`src/rtl/core/lcd_pkg.sv`:
```
// ----------------------------------------------------------------------------
// Line centroid detector package
// Sizes, codes, reset values and the types shared by the detector modules.
// ----------------------------------------------------------------------------
`timescale 1ns / 1ps

package lcd_pkg;

   localparam int ROW_WIDTH = 320;
   localparam int PIX_W     = 8;
   localparam int POS_W     = $clog2(ROW_WIDTH + 1);
   localparam int POS_AW    = $clog2(ROW_WIDTH);
   localparam int RAM_AW    = POS_AW + 1;
   localparam int RAM_DEPTH = 2 ** RAM_AW;
   localparam int HALF      = ROW_WIDTH / 2;
   localparam int SUM_W     = $clog2(ROW_WIDTH * ROW_WIDTH / 4 + 1) + 1;
   localparam int STEP_W    = $clog2(SUM_W);

   localparam int STATUS_W  = 2;
   localparam int OFFSET_W  = 9;
   localparam int COUNT_W   = 9;
   localparam int COUNT_MAX = 2 ** COUNT_W - 1;
   localparam int DARK_W    = 8;
   localparam int WHITE_W   = 9;

   localparam int CSR_AW    = 3;
   localparam int CSR_DW    = 32;

   localparam logic [DARK_W-1:0]  DARK_RESET  = 8'd60;
   localparam logic [WHITE_W-1:0] WHITE_RESET = 9'd280;

   typedef enum logic [STATUS_W-1:0] {
      STATUS_LINE  = 2'd0,
      STATUS_BLACK = 2'd1,
      STATUS_WHITE = 2'd2
   } status_type;

   typedef enum logic {
      REG_DARK  = 1'b0,
      REG_WHITE = 1'b1
   } reg_index_type;

   typedef struct packed {
      logic              bank;
      logic [POS_W-1:0]  len;
      logic [PIX_W-1:0]  thr;
      logic              black;
   } row_desc_type;

   typedef struct packed {
      logic              en;
      logic [RAM_AW-1:0] addr;
      logic [PIX_W-1:0]  data;
   } ram_wr_type;

   typedef struct packed {
      logic              en;
      logic [RAM_AW-1:0] addr;
   } ram_rd_type;

endpackage

```
`src/rtl/core/lcd_queue.sv`:
```
// ----------------------------------------------------------------------------
// Line centroid detector row queue
// Two-entry queue of row descriptors between front end and evaluator.
// ----------------------------------------------------------------------------
`timescale 1ns / 1ps

module lcd_queue import lcd_pkg::*; (
   input  logic         clock,
   input  logic         reset,
   input  logic         push,
   input  row_desc_type push_desc,
   input  logic         pop,
   output row_desc_type head,
   output logic         valid,
   output logic         full
);

   row_desc_type entry_ff [2];
   logic         wr_ptr_ff, wr_ptr_in;
   logic         rd_ptr_ff, rd_ptr_in;
   logic [1:0]   count_ff, count_in;

   always_comb begin
      wr_ptr_in = push ? ~wr_ptr_ff : wr_ptr_ff;
      rd_ptr_in = pop ? ~rd_ptr_ff : rd_ptr_ff;
      count_in  = count_ff + {1'b0, push} - {1'b0, pop};
      head      = entry_ff[rd_ptr_ff];
      valid     = count_ff != 2'd0;
      full      = count_ff == 2'd2;
   end

   always_ff @(posedge clock) begin
      if (push) begin
         entry_ff[wr_ptr_ff] <= push_desc;
      end
   end

   always_ff @(posedge clock) begin
      if (reset) begin
         wr_ptr_ff <= 1'b0;
         rd_ptr_ff <= 1'b0;
         count_ff  <= '0;
      end else begin
         wr_ptr_ff <= wr_ptr_in;
         rd_ptr_ff <= rd_ptr_in;
         count_ff  <= count_in;
      end
   end

endmodule

```
`config.mk`:
```
export PLATFORM = sky130hd
export DESIGN_NAME = lcd_queue
export DESIGN_NICKNAME = d
export VERILOG_FILES = /design/src/rtl/core/lcd_pkg.sv /design/src/rtl/core/lcd_queue.sv
export SDC_FILE = /design/constraint.sdc
export NUM_CORES = 1
export LEC_CHECK = 0
export BUFFER_PORTS_ARGS = -buffer_cell sky130_fd_sc_hd__buf_2
export CAP_MARGIN = 20
export CORE_ASPECT_RATIO = 1.4
export CORE_MARGIN = 4
export CORE_UTILIZATION = 30
export CTS_CLUSTER_DIAMETER = 120
export DETAILED_ROUTE_END_ITERATION = 8
export GPL_TIMING_DRIVEN = 0
export PLACE_DENSITY = 0.61
export SLEW_MARGIN = 10
export SYNTH_ARGS = -nofsm -noshare
export SYNTH_HDL_FRONTEND = slang
export SYNTH_SLANG_ARGS = --single-unit
```
`constraint.sdc`:
```
create_clock -name clock -period 4.23 [get_ports clock]
set_input_delay 0.423 -clock clock [delete_from_list [all_inputs] [get_ports clock]]
set_output_delay 0.423 -clock clock [all_outputs]
set_load 0.005 [all_outputs]
```
Word level (Yosys, flattened, before mapping)
Memories as Yosys holds them, arrays and structs flattened. A register that Yosys moved wholly into a read port is not among the register bits.
Cells that the tools add are included.
{"block": "classes", "n_addsub": 2, "n_reduce_logical": 1, "n_eq_ne": 1, "bitwise_logic": 2, "n_mux": 4}
{"op": "$mux W1", "count": 4}
{"op": "$add A2 B1 Y2", "count": 1}
{"op": "$eq A2 B2 Y1 const B", "count": 1}
{"op": "$not A1 Y1", "count": 2}
{"op": "$reduce_bool A2 Y1", "count": 1}
{"op": "$sub A2 B1 Y2", "count": 1}
{"block": "word_totals", "ff_bits": 4, "wordCells": 14, "ramBits": 38, "in_bits": 23, "n_memories": 1}
{"memory": "entry_ff", "depth": 2, "width": 19, "read_ports": 1, "rd_ports_with_merged_regs": 1, "write_ports": 1, "line_no": "lcd_queue.sv:18", "source": "row_desc_type entry_ff [2];"}

Depth between registers and ports, before layout
{"block": "logic_depth", "depth_word": 3, "ltp_mapped": 6, "mapped_depth_nobuf": 6}

Worst setup path after synthesis
No wires, ideal clock.
{"block": "synth_path", "kind": "input -> register", "startpoint": "in push", "endpoint": "mem entry_ff[0][0] (netlist bit) (enable)", "arrival_time_ps": 1315, "t_required_ps": 3833, "cell_stages": 1, "setup_slack_ps": 2518, "path_buffers": 0, "path_cell_list": "nor2b_1"}
{"block": "synth_via", "elab_chain_cells": 2}
{"element": "from (decl)", "line_no": "lcd_queue.sv:10", "source": "input logic push,"}
{"element": "$mux W1", "line_no": "lcd_queue.sv:33", "source": "if (push) begin"}
{"element": "$mux W1 (not written as such)", "line_no": "lcd_queue.sv:34", "source": "entry_ff[wr_ptr_ff] <= push_desc;"}
{"element": "to (decl)", "line_no": "lcd_queue.sv:18"}
Every way passes these cells.

==> results.json <==
{
  "cts_sinks": 43,
  "setup_viol": 0,
  "dieHeight_um": 95.6,
  "nFillCells": 492,
  "wl_per_cell_um": 13.6,
  "cts_setup_buffers": 0,
  "clkLatencyLatePin_ns": 0.28,
  "drc": 0,
  "area_delta_synth_final_pct": 25.7,
  "power_density_mw_per_mm2": 452,
  "synth_sequential_area_ratio_pct": 75.6,
  "dpl_worst_slack_ns": 2.47,
  "ys_warn_count": 0,
  "grt_setup_unrepaired": "false",
  "grt_pass1_vias": 926,
  "cp-end-kind": "primary output",
  "tightest_slew_ns": 0.937,
  "routabilityCongestion": 0.693,
  "htreeDepth": 2,
  "port_buffers": 43,
  "cp.arrival_ns": 1.38,
  "period_share_pct": 42.6,
  "ys_seq_elements": 43,
  "cp_max_fo": 10,
  "tns_ns": 0,
  "critPathCapture": "head[13]",
  "overflow": 0,
  "dr.pass1.iters": 4,
  "die_w_um": 70.5,
  "vias": 852,
  "drive_above_1_share_pct": 56.1,
  "timing.final.ws_setup_ns": 2.43,
  "wirelength_um": 2700,
  "finalHoldViolations": 0,
  "hpwl_um": 1960,
  "status": "complete, no violations",
  "hp-class": "in2reg",
  "syn_area_per_cell_um2": 20.5,
  "final_area_mm2": 0.00207,
  "max_cap_viol_count": 0,
  "root_buffer": "clkbuf_8",
  "power.leakage_nw": 0.818,
  "start_kind": "flop",
  "drv_slew": 0,
  "slowest_delay_ns": 0.33,
  "slew-limit-headroom_pct": 37.5,
  "grt_pass1_wl_um": 4330,
  "ios": 44,
  "antennaDiodeCount": 0,
  "critical_path_class": "reg2out",
  "cts-hold-fix-buffers": 0,
  "dieArea_mm2": 0.00674,
  "cts_tree": "yes",
  "whs_path_depth": 1,
  "period_needed_ns": 1.80,
  "grt_max_degree": 20,
  "rows": 31,
  "critical_path_required_ns": 3.81,
  "path_cells": "buf_6 -> buf_12 -> mux2_4 -> buf_2",
  "rr_endpoint": "entry_ff[1][4]",
  "numCtsBuffers": 5,
  "syn_nets": 105,
  "drt_iter0_markers": 57,
  "cp_slowest_cell": "dfxtp_1",
  "clockBufferDepth": 2,
  "post_dp_cell_area_mm2": 0.00196,
  "grt_usage_pct": 8.64,
  "antenna_found_initial": 0,
  "ant_nets": 0,
  "drt-vias-per-instance": 4.30,
  "initial_utilization_pct": 31.4,
  "fin_total_pwr_w": 0.000934,
  "fin_skew_ns": 0.00232,
  "synthCells": 80,
  "layout.nets": 156,
  "r2r-start": "wr_ptr_ff",
  "cts_resized": 0,
  "clk_pin_slew_ns": 0.08,
  "rr_worst_depth": 1,
  "r2r_setup_slack_ns": 2.70,
  "timing.fmax_mhz": 555,
  "core_mm2": 0.00524,
  "ir_drop_v": 0.000181,
  "synth_cell_types": 14,
  "synth_area_mm2": 0.00164
}
[how the worst min path moves through the flow]
stage	start	to	slack [ns]
floorplan	rd_ptr_ff	flop	0.48
global placement	rd_ptr_ff	rd_ptr_ff	0.49
detailed placement	rd_ptr_ff	flop	0.54
CTS	push_desc[2]	entry_ff[0][2]	0.31
finish	push_desc[2]	entry_ff[0][2]	0.32
global route	push_desc[15]	entry_ff[1][15]	0.30
[sequential cells by signal, indices dropped and copies added, names as in the netlist, named ones only]
register,cells
entry_ff,38
count_ff,2
rd_ptr_ff,1
wr_ptr_ff,1
[cells in the mapped netlist]
cell type  count  area share [%]
dfxtp_1        5             6.1
ha_1           2             1.5
xnor3_1        1             1.4
mux2_2         9             6.2
xnor2_1        2             1.1
nor2_1         4            0.91
inv_1          2            0.46
buf_6          1            0.69
or2_2          1            0.38
and2_1         1            0.38
mux2_4        10             9.1
edfxtp_1      38              69
nor2b_1        3             1.1
buf_12         1             1.2
[power breakdown]
part	total [W]	switching, W	internal [W]
clock network	0.000303	0.000131	0.000173
logic	0.000126	0.0000521	0.0000742
registers	0.000505	0.0000107	0.000494
total	0.000934	0.000193	0.000741
[metrics by stage]
step           cells  utilization (%)  hold slack, ns
4_1_cts          198             39.5           0.311
3_3_place_gp     189             37.1           0.493
3_5_place_dp     190             37.4           0.537
2_1_floorplan     80                -           0.480
6_report         198             39.5           0.322
5_1_grt          198             39.5           0.300
[layout by cell type, fill, tap and decap left out]
| master | synthesis | layout |
|---|---|---|
| ha_1 | 2 | 2 |
| xnor2_1 | 2 | 2 |
| nor2b_2 | 0 | 1 |
| edfxtp_1 | 38 | 38 |
| nor2_1 | 4 | 4 |
| buf_8 | 0 | 1 |
| buf_12 | 1 | 1 |
| buf_2 | 0 | 43 |
| inv_1 | 2 | 2 |
| nor2b_1 | 3 | 2 |
| buf_6 | 1 | 1 |
| xnor3_1 | 1 | 1 |
| bufinv_16 | 0 | 1 |
| dfxtp_1 | 5 | 5 |
| mux2_2 | 9 | 9 |
| clkinv_2 | 0 | 1 |
| mux2_4 | 10 | 10 |
| or2_2 | 1 | 1 |
| and2_1 | 1 | 1 |
| clkbuf_8 | 0 | 5 |
| clkinv_1 | 0 | 1 |
[critical path, delay by kind of cell, from the launching register on]
| family | cells | cell delay [ns] |
|---|---|---|
| multiplexers | 1 | 0.30 |
| flip-flops | 1 | 0.33 |
| buffers and inverters | 3 | 0.46 |
[logic make-up after synthesis]
family / share of synthesized area (%)
XOR/XNOR: 2.44
adder cells (fa/ha/maj): 1.52
buffers and inverters: 2.36
flip-flops: 75.6
multiplexers: 15.3
AND/OR/NAND/NOR: 2.82
[per-layer routing]
metal | GRT usage (%) | vias up | routed length, um
met2 | 15.4 | 36 | 1410
met3 | 3.90 | 5 | 228
li1 | - | 405 | -
met4 | 3.29 | 0 | 27
met5 | 0 | - | 0
met1 | 8.88 | 406 | 1040
[final cells by class]
type,count,area [um^2],share of cell area (%)
Sequential cell,43,1240,60.1
Multi-Input combinational cell,33,365,17.7
Timing Repair Buffer,44,230,11.1
Tap cell,66,82.6,4.00
Clock buffer,5,68.8,3.33
Clock inverter,3,38.8,1.88
Buffer,2,31.3,1.51
Inverter,2,7.51,0.363
No activity file was read; power rests on OpenSTA's default activity.
