**config.mk**
```make
export PLATFORM = sky130hd
export DESIGN_NAME = lcd_front
export DESIGN_NICKNAME = d
export VERILOG_FILES = /design/src/rtl/core/lcd_pkg.sv /design/src/rtl/core/lcd_front.sv
export SDC_FILE = /design/constraint.sdc
export NUM_CORES = 1
export LEC_CHECK = 0
export BUFFER_PORTS_ARGS = -buffer_cell sky130_fd_sc_hd__buf_2
export CORE_UTILIZATION = 57
export CTS_CLUSTER_DIAMETER = 120
export DETAILED_ROUTE_END_ITERATION = 16
export PLACE_DENSITY = 0.89
export SYNTH_ARGS = -nofsm -noshare
export SYNTH_HDL_FRONTEND = slang
export SYNTH_SLANG_ARGS = --single-unit
```
**constraint.sdc**
```tcl
create_clock -name clock -period 6.74 [get_ports clock]
set_input_delay 0.674 -clock clock [delete_from_list [all_inputs] [get_ports clock]]
set_output_delay 0.674 -clock clock [all_outputs]
set_load 0.05 [all_outputs]
```
**src/rtl/core/lcd_pkg.sv**
```systemverilog
// ----------------------------------------------------------------------------
// Line centroid detector package
// Sizes, codes, reset values and the types shared by the detector modules.
// ----------------------------------------------------------------------------
`timescale 1ns / 1ps

package lcd_pkg;

   localparam int ROW_WIDTH = 320;
   localparam int PIX_W     = 8;
   localparam int POS_W     = $clog2(ROW_WIDTH + 1);
   localparam int POS_AW    = $clog2(ROW_WIDTH);
   localparam int RAM_AW    = POS_AW + 1;
   localparam int RAM_DEPTH = 2 ** RAM_AW;
   localparam int HALF      = ROW_WIDTH / 2;
   localparam int SUM_W     = $clog2(ROW_WIDTH * ROW_WIDTH / 4 + 1) + 1;
   localparam int STEP_W    = $clog2(SUM_W);

   localparam int STATUS_W  = 2;
   localparam int OFFSET_W  = 9;
   localparam int COUNT_W   = 9;
   localparam int COUNT_MAX = 2 ** COUNT_W - 1;
   localparam int DARK_W    = 8;
   localparam int WHITE_W   = 9;

   localparam int CSR_AW    = 3;
   localparam int CSR_DW    = 32;

   localparam logic [DARK_W-1:0]  DARK_RESET  = 8'd60;
   localparam logic [WHITE_W-1:0] WHITE_RESET = 9'd280;

   typedef enum logic [STATUS_W-1:0] {
      STATUS_LINE  = 2'd0,
      STATUS_BLACK = 2'd1,
      STATUS_WHITE = 2'd2
   } status_type;

   typedef enum logic {
      REG_DARK  = 1'b0,
      REG_WHITE = 1'b1
   } reg_index_type;

   typedef struct packed {
      logic              bank;
      logic [POS_W-1:0]  len;
      logic [PIX_W-1:0]  thr;
      logic              black;
   } row_desc_type;

   typedef struct packed {
      logic              en;
      logic [RAM_AW-1:0] addr;
      logic [PIX_W-1:0]  data;
   } ram_wr_type;

   typedef struct packed {
      logic              en;
      logic [RAM_AW-1:0] addr;
   } ram_rd_type;

endpackage

```
**src/rtl/core/lcd_front.sv**
```systemverilog
// ----------------------------------------------------------------------------
// Line centroid detector front end
// Stores the pixels of a row into its bank, tracks min and max and hands a
// row descriptor to the queue at the last pixel.
// ----------------------------------------------------------------------------
`timescale 1ns / 1ps

module lcd_front import lcd_pkg::*; (
   input  logic              clock,
   input  logic              reset,
   input  logic              accept,
   input  logic [PIX_W-1:0]  pixel,
   input  logic              last_pixel,
   input  logic [DARK_W-1:0] dark_limit,
   output ram_wr_type        ram_wr,
   output logic              push,
   output row_desc_type      push_desc
);

   logic [PIX_W-1:0] max_ff, max_in;
   logic [PIX_W-1:0] min_ff, min_in;
   logic [POS_W-1:0] pos_ff, pos_in;
   logic             bank_ff, bank_in;

   logic             store;
   logic             upd;
   logic [PIX_W-1:0] max_new;
   logic [PIX_W-1:0] min_new;
   logic [POS_W-1:0] pos_new;
   logic [PIX_W:0]   thr_sum;

   always_comb begin
      store   = pos_ff < POS_W'(ROW_WIDTH);
      upd     = accept & store;
      max_new = (upd && (pixel > max_ff)) ? pixel : max_ff;
      min_new = (upd && (pixel < min_ff)) ? pixel : min_ff;
      pos_new = upd ? pos_ff + 1'b1 : pos_ff;
      thr_sum = {1'b0, max_new} + {1'b0, min_new};

      ram_wr.en   = upd;
      ram_wr.addr = {bank_ff, pos_ff[POS_AW-1:0]};
      ram_wr.data = pixel;

      push            = accept & last_pixel;
      push_desc.bank  = bank_ff;
      push_desc.len   = pos_new;
      push_desc.thr   = thr_sum[PIX_W:1];
      push_desc.black = max_new < dark_limit;

      if (push) begin
         max_in  = '0;
         min_in  = '1;
         pos_in  = '0;
         bank_in = ~bank_ff;
      end else begin
         max_in  = max_new;
         min_in  = min_new;
         pos_in  = pos_new;
         bank_in = bank_ff;
      end
   end

   always_ff @(posedge clock) begin
      if (reset) begin
         max_ff  <= '0;
         min_ff  <= '1;
         pos_ff  <= '0;
         bank_ff <= 1'b0;
      end else begin
         max_ff  <= max_in;
         min_ff  <= min_in;
         pos_ff  <= pos_in;
         bank_ff <= bank_in;
      end
   end

endmodule

```
# ---- Yosys cells after proc, flatten, opt, wreduce, memory -nomap -nowiden
# Index checks and enable logic that the tools add are counted.
dict set report word_totals {
  register_bits 26
  input_bits 20
  output_inout_bits 39
  word_cells 19
}
dict set report classes {
  add_sub_neg 2
  magnitude_cmp 4
  mux 3
  n_bitwise 3
  n_reduce_logical 3
}
# operator n
set op_table {}
lappend op_table {{< comparator 8 bit} 2}
lappend op_table {{2-to-1 mux 8 bit} 2}
lappend op_table {{adder 8 x 8 -> 9 bit} 1}
lappend op_table {{adder 9 x 1 -> 9 bit, second input constant} 1}
lappend op_table {{< comparator 9 bit, second input constant} 1}
lappend op_table {{2-to-1 mux 9 bit} 1}
lappend op_table {{> comparator 8 bit} 1}
lappend op_table {{bitwise AND 1 bit} 2}
lappend op_table {{logical AND 1 bit} 2}
lappend op_table {{OR reduction 2 bit} 1}
lappend op_table {{inverter 1 bit} 1}

# ---- Depth between registers and ports, before layout
# Gate-level depths: netlist of the first run.
dict set report depth {
  depth_word 5
  mapped_depth 16
  ltp_nobuf 16
}

# ---- Least setup slack after synthesis of the first run
# No wires, ideal clock.
dict set report synth_path {
  kind {input to output}
  from {input pixel[1]}
  to {output push_desc[6] (netlist bit)}
  arrival_time_ns 4.026
  t_required_ns 6.066
  setup_slack_ns 2.040
  cell_stages 14
  n_path_buf 0
  cell_sequence {ha_1 > nor2b_4 > o211ai_2 > a21oi_2 > o31ai_4 > a21oi_2 > or3_2 > fa_1 > nor2b_1 > o21ai_0 > nand2b_1 > a21o_1 > a21o_1 > xor2_1}
}
# item line
set synth_lines {}
lappend synth_lines {{start: declaration} lcd_front.sv:12} ;# input logic [PIX_W-1:0] pixel,
lappend synth_lines {{end: declaration} lcd_front.sv:17} ;# output row_desc_type push_desc

==> impl_metrics.toml, run 1 <==
[timing]
min_period_ps = 4810
slew_violations = 0
hold_viol = 0
setup_slack_ps = 1930
fin_tns_setup_ps = 0
grt_setup_unrepaired = "false"
setup_violations = 0
worst_slew_pin_slew_ps = 606
period_share_pct = 71.4
relSlewSlack_pct = 59.6
fmax_mhz = 208
finClkSkew_ps = 6.06

[synth]
synth-async-reset-ratio_pct = 0
ys_types = 45
postSynthAreaPerCell_um2 = 9.02
syn_inst = 235
syn_nets = 286
synth-edff-count = 0
netlist_area_um2 = 2120
synth.ff_latch_count = 26
yosysSeqAreaShare_pct = 24.6
postSynth.topFlopCell = "dfxtp_1"
ys_warn_count = 0

[route]
dr.pass1.iters = 4
vias = 1757
via_per_inst = 5.32
first_iter_violations = 68
drc_errors = 0
antenna_left = 0
drt-total-wl_um = 4260
wire_per_inst_um = 12.9

[cts]
clock_path_buffers = 2
cts_post_setup_buffers_inserted = 0
cts_resized = 0
cts_made_buffers = 3
cts_hold_buf = 0
cts_tree = "yes"
htreeDepth = 1
ctsRootBufferMaster = "clkbuf_8"
clock_sinks = 26
clk_latency_ps = 270
path_clk_slew_ps = 90

[floorplanning]
pin_count = 59
die_w_um = 63.0
die_h_um = 63.0
start_util_pct = 61.6
num_rows = 21
coreArea_um2 = 3440
dieArea_um2 = 3970

[worst_setup_path]
arrival_ps = 4140
critical_path_peak_fanout = 10
setup.worst_path.class = "input port to primary output"
crit_path_start_kind = "input port"
rrSetupSlack_ps = 4500
end_kind = "primary output"
cp.required_ps = 6070

[grt]
antenna_found_initial = 0
grt_max_degree = 24
grt_pass1_vias = 1653
grt_overflow = 0
grt_pass1_wl_um = 7380
grt_usage_pct = 23.0

[finish]
drive_gt1_share_pct = 31.7
final_nets = 336
syn_to_final_growth_pct = 15.5
n_antenna_cell = 0

[placed_design]
hpwlAfterDp_um = 3430
portBuffers = 58
pre_cts_ws_ps = 1980
gp_congestion = 0.847

[power_and_ir_drop]
static-leakage-power_uw = 0.00128
irDropWorstVdd_mv = 0.142
p_per_area_nw_per_um2 = 228

[worst_hold_path]
hp-class = "register to register"

[outcome]
status = "completed"

[run]
drv_cap = 0
## report_power, final
group / switching [uW] / leakage (uW) / total [uW] / internal [uW]
combinational: 177 / 0.00104 / 263 / 85.9
sequential: 4.38 / 0.000212 / 165 / 160
clock: 50.6 / 0.0000357 / 130 / 79.5
## registers in the layout (all words and copies together) (netlist names)
| name | cells |
|---|---|
| bank_ff | 1 |
| max_ff | 8 |
| min_ff | 8 |
| pos_ff | 9 |
## per-layer routing
layer  vias to the layer above  global-route usage, %  wire (um)
met5                         -                      0          0
met4                         0                   6.10         21
met3                         2                   1.64        138
met2                        41                   39.8       2000
met1                       821                   30.2       2100
li1                        893                      -          -
## kinds of logic (layout without fill, tap and decap cells)
group	after synthesis	after routing	synth area share, %
compound gates	37	37	13.3
xor+xnor	12	12	4.96
fa+ha+maj	31	31	18.7
buf+inv	41	90	9.39
flops	26	26	24.6
mux	16	16	8.32
simple gates	72	72	20.8
## Yosys cell counts (2+ instances only)
master / instances / area share (%)
a21o_1: 7 / 2.5
a21oi_1: 8 / 1.9
a21oi_2: 2 / 0.83
and2_1: 16 / 4.7
and3_1: 2 / 0.59
buf_4: 12 / 4.3
clkbuf_1: 2 / 0.35
dfxtp_1: 26 / 25
ha_1: 30 / 18
inv_1: 27 / 4.8
mux2_2: 13 / 6.9
mux2i_1: 3 / 1.4
nand2_1: 7 / 1.2
nand2b_1: 10 / 3.0
nand3_1: 5 / 1.2
nand4_1: 5 / 1.5
nor2_1: 9 / 1.6
nor2b_1: 5 / 1.5
nor3_1: 2 / 0.47
o21a_1: 2 / 0.71
o21ai_0: 6 / 1.4
o21ai_1: 3 / 0.71
xnor2_1: 7 / 2.9
xor2_1: 5 / 2.1
## layout by cell type, fill, tap and decap left out, types with 2 or more instances in the layout
cell type	instances
nand4_1	5
nand2_1	7
a21o_1	7
nor2b_1	5
o21a_1	2
mux2_2	13
and2_1	16
xnor2_1	7
mux2i_1	3
o21ai_0	6
nand2b_1	10
inv_1	27
a21oi_1	8
clkbuf_8	3
dfxtp_1	26
a21oi_2	2
nor2_1	9
buf_2	58
xor2_1	5
nor3_1	2
ha_1	30
nand3_1	5
o21ai_1	3
and3_1	2
## worst max-delay path: stages
cell      delay (ps)
buf_2            130
ha_1             300
nor2b_4          130
o211ai_2         150
a21oi_2           90
o31ai_4          510
a21oi_2          190
or3_2            520
fa_1             410
nor2b_1          110
o21ai_0           80
nand2b_1         110
a21o_1           120
a21o_1           140
a21o_1           120
a21o_1           100
buf_2            250
## per-stage QoR
| step | utilization [%] | instance area [um2] | hold WS (ps) | cells | power, uW |
|---|---|---|---|---|---|
| global placement | 69.1 | 2380 | 513 | 326 | 425 |
| floorplan | - | 2120 | 508 | 235 | 380 |
| CTS | 71.1 | 2450 | 566 | 330 | 558 |
| global route | 71.1 | 2450 | 580 | 330 | 587 |
| detailed placement | 69.1 | 2380 | 545 | 326 | 429 |
| finish | 71.1 | 2450 | 556 | 330 | 558 |
## final cells by class
type / count / area, um2
Timing Repair Buffer: 59 / 298
Tap cell: 46 / 57.6
Fill cell: 264 / 993
Multi-Input combinational cell: 168 / 1400
Inverter: 27 / 101
Clock inverter: 1 / 30.0
Clock buffer: 3 / 41.3
Sequential cell: 26 / 520
## final timing paths
path              cells after the start                 start                   end
setup reg to reg                      8  max_ff[1]$_SDFF_PP0_  max_ff[5]$_SDFF_PP0_
hold reg to reg                       2  bank_ff$_SDFFE_PP0P_  bank_ff$_SDFFE_PP0P_
hold / removal                        2  bank_ff$_SDFFE_PP0P_  bank_ff$_SDFFE_PP0P_
setup / recovery                     17              pixel[1]          push_desc[8]
Note: power is estimated with default switching activity, not from simulation.
==> run 2: changes to the inputs <==
- CORE_UTILIZATION: 57 -> 48
- PLACE_DENSITY: 0.89 -> 0.8
- clock period: 6.74 -> 4 ns (I/O delays scaled with it)
==> run 2 against run 1 <==
  * Final cell count grew 8.2%
  * Global-route usage shrank 0.36 points
  * Core utilization decreased by 3.7 points
  * Worst hold slack worse by 260 ps
  * Clock power up 73%
  * Design area increased by 13%
  * Power increased by 84%
  * Sequential power increased by 68%
==> impl_metrics.toml, run 2 (synthesized netlist as in run 1, its figures left out) <==
[floorplanning]
die_h_um = 68.5
pin_count = 59
coreArea_um2 = 4120
start_util_pct = 51.5
num_rows = 23
dieArea_um2 = 4690
die_w_um = 68.5

[route]
first_iter_violations = 92
drt-total-wl_um = 5220
via_per_inst = 5.29
dr.pass1.iters = 4
vias = 1887
wire_per_inst_um = 14.6
drc_errors = 0
antenna_left = 0

[worst_hold_path]
hp-class = "input port to register"

[cts]
cts_tree = "yes"
path_clk_slew_ps = 100
cts_made_buffers = 3
htreeDepth = 1
clock_path_buffers = 2
ctsRootBufferMaster = "clkbuf_8"
clk_latency_ps = 280
clock_sinks = 26

[timing]
hold_viol = 0
grt_setup_unrepaired = "true"
period_share_pct = 98.1
slew_violations = 0
relSlewSlack_pct = 74.8
min_period_ps = 3920
finClkSkew_ps = 8.12
fin_tns_setup_ps = 0
fmax_mhz = 255
setup_violations = 0
worst_slew_pin_slew_ps = 378
holdWs_ps = 298

[worst_setup_path]
setup.worst_path.class = "register to primary output"
critical_path_buf_inv_count = 2
slowest_stage = "fa_2"
r2r_cells = 10
rrSetupSlack_ps = 1740
cp_common_cell = "a21o_1"
startpoint = "max_ff[1]$_SDFF_PP0_"
rr_startpoint = "max_ff[1]$_SDFF_PP0_"
cp.required_ps = 3600
critical_path_peak_fanout = 5
setup.worst_path.end = "push_desc[8]"
reg2reg_to = "max_ff[6]$_SDFF_PP0_"
path_cells = "inv_2 -> ha_4 -> nor2b_4 -> o211ai_2 -> a21oi_2 -> o31ai_4 -> a21oi_2 -> or3_4 -> fa_2 -> nor2b_1 -> o21ai_1 -> nand2b_1 -> a21o_1 -> a21o_1 -> a21o_1 -> a21o_1 -> buf_6"
critPathMaxStageDelay_ps = 390
end_kind = "primary output"
arrival_ps = 3520
crit_family = "compound AO/OA/AOI/OAI gates"
worstSetupPathDepth = 17
crit_path_start_kind = "register"

[power_and_ir_drop]
p_seq_share_pct = 27.1
irDropWorstVdd_mv = 0.318
comb_power_share_pct = 51.0
p_clk_share_pct = 21.9
total_power_uw = 1030
switching_share_pct = 41.2
intPower_uw = 604
p_per_area_nw_per_um2 = 370
static-leakage-power_uw = 0.00141
switchingPower_uw = 423

[grt]
grt_usage_pct = 22.6
grt_max_degree = 24
grt_overflow = 0
grt_pass1_wl_um = 7740
antenna_found_initial = 0
grt_pass1_vias = 1673

[finish]
final_common_cell = "buf_2"
finalNonFillerCells = 357
drive_gt1_share_pct = 42.3
n_antenna_cell = 0
regMostFlops = "pos_ff"
final_area_um2 = 2770
final_cell_mix = "55 x buf_2, 25 x inv_1, 24 x ha_1, 23 x dfxtp_1, 23 x buf_4"
syn_to_final_growth_pct = 30.9
final_nets = 359
largest_register_ffs = 9
reg_top3 = "pos_ff x9, max_ff x8, min_ff x8"

[run]
drv_cap = 0

[placed_design]
portBuffers = 58
gp_congestion = 0.905
hpwlAfterDp_um = 3650
dp.cells = 343
placed_area_um2 = 2490

[outcome]
status = "completed"
run 2: stage by stage:
step	setup slack (ps)	util, %
after global placement	82.9	60.4
after detailed placement	8.82	60.4
after global routing	-50.0	67.4
after CTS	1.06	63.7
after floorplan	61.6	-
final	75.1	67.4
run 2: how the worst min path moves through the flow:
stage                    startpoint                   end  slack [ps]  cells after the start
2_1_floorplan                 reset  bank_ff$_SDFFE_PP0P_         470                      1
3_3_place_gp   bank_ff$_SDFFE_PP0P_  bank_ff$_SDFFE_PP0P_         510                      2
3_5_place_dp   bank_ff$_SDFFE_PP0P_  bank_ff$_SDFFE_PP0P_         530                      2
4_1_cts                       reset  bank_ff$_SDFFE_PP0P_         290                      2
5_1_grt                       reset  bank_ff$_SDFFE_PP0P_         300                      2
6_report                      reset  bank_ff$_SDFFE_PP0P_         300                      2
run 2: repair_timing:
item	in CTS	in global routing
pin swaps	4	13
resized for setup	9	22
setup buffers	4	6
setup endpoints to repair	4	6
hold buffers	0	0
run 2: layout make-up:
class / instances / area, um2
inverter: 27 / 101
multi-input combinational: 168 / 1530
clock buffer: 3 / 41.3
clock inverter: 1 / 30.0
timing repair buffer: 82 / 489
sequential: 26 / 524
fill: 310 / 1340
tap: 50 / 62.6
run 2: power groups by stage:
stage	Combinational, uW	Sequential (uW)	Clock, uW
CTS	483	277	228
global route	560	280	236
global placement	458	283	0
finish	523	278	225
detailed placement	463	283	0
floorplan	358	286	0
run 2: per-layer routing:
metal,up-vias,global-route usage (%),part of all wire (%)
met3,11,2.00,5.2
met5,-,0,0
met1,875,31.7,47
li1,942,-,-
met2,59,35.2,46
met4,0,9.11,2.0
==> run 3: changes to the inputs <==
- ABC_CLOCK_PERIOD_IN_PS: not set -> 3500
- clock period: 4 -> 3.5 ns (I/O delays scaled with it)
==> run 3 against run 2 <==
  * The flow now finishes with violations (negative setup slack)
  * Clock-buffer cell count did not move
  * Critical path type unchanged
  * Critical path depth unchanged
  * Power grew 37%
  * Sequential power is 15% higher
==> impl_metrics.toml, run 3 (synthesized netlist as in run 1, its figures left out) <==
[finish]
final_area_um2 = 3310
final_common_cell = "buf_2"
final_nets = 389
fill_cells = 240
syn_to_final_growth_pct = 56.1
reg_top3 = "pos_ff x9, max_ff x8, min_ff x8"
n_antenna_cell = 0
final_cell_mix = "50 x buf_2, 45 x buf_4, 24 x inv_1, 21 x dfxtp_1, 17 x ha_1"
largest_register_ffs = 9
drive_gt1_share_pct = 55.2
finalNonFillerCells = 387
regMostFlops = "pos_ff"

[timing]
relSlewSlack_pct = 69.3
min_period_ps = 4030
setup_slack_ps = -526
grt_setup_unrepaired = "true"
setup_violations = 8
hold_viol = 0
fmax_mhz = 248
holdWs_ps = 244
slew_violations = 0
period_share_pct = 115
worst_slew_pin_slew_ps = 460
finClkSkew_ps = 5.05

[run]
drv_cap = 0

[outcome]
status = "finished, violations left"
violations = "negative setup slack"

[floorplanning]
die_h_um = 68.5
coreArea_um2 = 4120
dieArea_um2 = 4690
pin_count = 59
num_rows = 23
start_util_pct = 51.5
die_w_um = 68.5

[worst_setup_path]
cp.required_ps = 3150
setup.worst_path.class = "register to primary output"
arrival_ps = 3680
crit_path_start_kind = "register"
end_kind = "primary output"
critical_path_peak_fanout = 5

[grt]
grt_usage_pct = 27.3
grt_max_degree = 24
grt_pass1_vias = 2002
top_usage_layer = "met2"
use_met1_pct = 32.4
use_met2_pct = 47.7
met3_usage_pct = 4.17
grt_overflow = 0
grt_pass1_wl_um = 9230
antenna_found_initial = 0

[cts]
cts_hold_buf = 0
clock_path_buffers = 2
htreeDepth = 1
cts_tree = "yes"
path_clk_slew_ps = 100
clock_sinks = 26
ctsRootBufferMaster = "clkbuf_8"
cts_made_buffers = 3
clk_latency_ps = 280

[route]
vias = 2086
drt-total-wl_um = 6850
antenna_left = 0
drc_errors = 0
first_iter_violations = 102
via_per_inst = 5.39
wire_per_inst_um = 17.7
dr.pass1.iters = 4

[placed_design]
portBuffers = 58
dp.cells = 367
hpwlAfterDp_um = 4120
placed_area_um2 = 2750
gp_congestion = 0.814

[power_and_ir_drop]
static-leakage-power_uw = 0.00164
p_per_area_nw_per_um2 = 426
irDropWorstVdd_mv = 0.299

[worst_hold_path]
hp-class = "input port to register"
==> run 3: cell count changes in the layout (fill, tap and decap cells not counted), moves of 3 or more <==
cell     change
buf_4       +22
ha_1         -7
mux2_2       -3
o21ai_0      -3
a21oi_1      -5
buf_2        -5
buf_6       +10
ha_4         +7
mux2_4       +3
a21oi_2      +3
==> run 3: per-stage QoR <==
stage | power (uW) | setup slack [ps] | TNS, ps | utilization, %
CTS | 1300 | -316 | -1320 | 75.5
global placement | 920 | -264 | -868 | 66.9
finish | 1410 | -526 | -3110 | 80.4
detailed placement | 934 | -337 | -1220 | 66.9
floorplan | 774 | -123 | -233 | -
global route | 1470 | -620 | -3940 | 80.4
==> run 3: final cells by class <==
cell class | count | area, um2 | share of cell area, %
clock inverters | 1 | 30.0 | 0.908
well taps | 50 | 62.6 | 1.89
inverters | 27 | 101 | 3.06
repair buffers | 112 | 805 | 24.3
flip-flops and latches | 26 | 527 | 15.9
clock buffers | 3 | 41.3 | 1.25
multi-input cells | 168 | 1740 | 52.6
==> run 3: critical path, cell delays in order, from the launching register on <==
cell,delay (ps)
dfxtp_2,350
inv_2,50
ha_4,210
nor2b_4,120
o211ai_2,170
a21oi_2,90
o31ai_4,450
buf_4,200
mux2_4,320
ha_4,240
nor2b_4,120
o21ai_1,120
nand2b_1,90
a21o_1,180
a21o_1,180
a21o_1,170
a21o_4,200
buf_8,140
==> run 3: layer usage <==
metal | routed length [um] | vias up | share of wire [%]
li1 | - | 998 | -
met1 | 2840 | 1003 | 41
met2 | 3520 | 67 | 51
met3 | 289 | 18 | 4.2
met4 | 201 | 0 | 2.9
met5 | 0 | - | 0
==> run 3: repair_timing <==
action                     CTS  global route
buffers inserted            10             7
pin swaps                   16            18
setup endpoints to repair    8             9
cloned                       0             0
resized for setup           44            27
==> run 3: report_power, final <==
part	internal [uW]	total (uW)	switching, uW
Sequential	309	319	9.59
Clock	153	255	102
Combinational	378	834	457
Total	840	1410	568
==> run 3: worst paths after layout <==
check / start / endpoint / slack [ps] / cells after the start
setup / recovery: max_ff[1]$_SDFF_PP0_ / push_desc[8] / -530 / 17
hold / removal: reset / bank_ff$_SDFFE_PP0P_ / 240 / 2
setup reg to reg: max_ff[1]$_SDFF_PP0_ / max_ff[6]$_SDFF_PP0_ / 970 / 12
hold reg to reg: bank_ff$_SDFFE_PP0P_ / bank_ff$_SDFFE_PP0P_ / 550 / 2
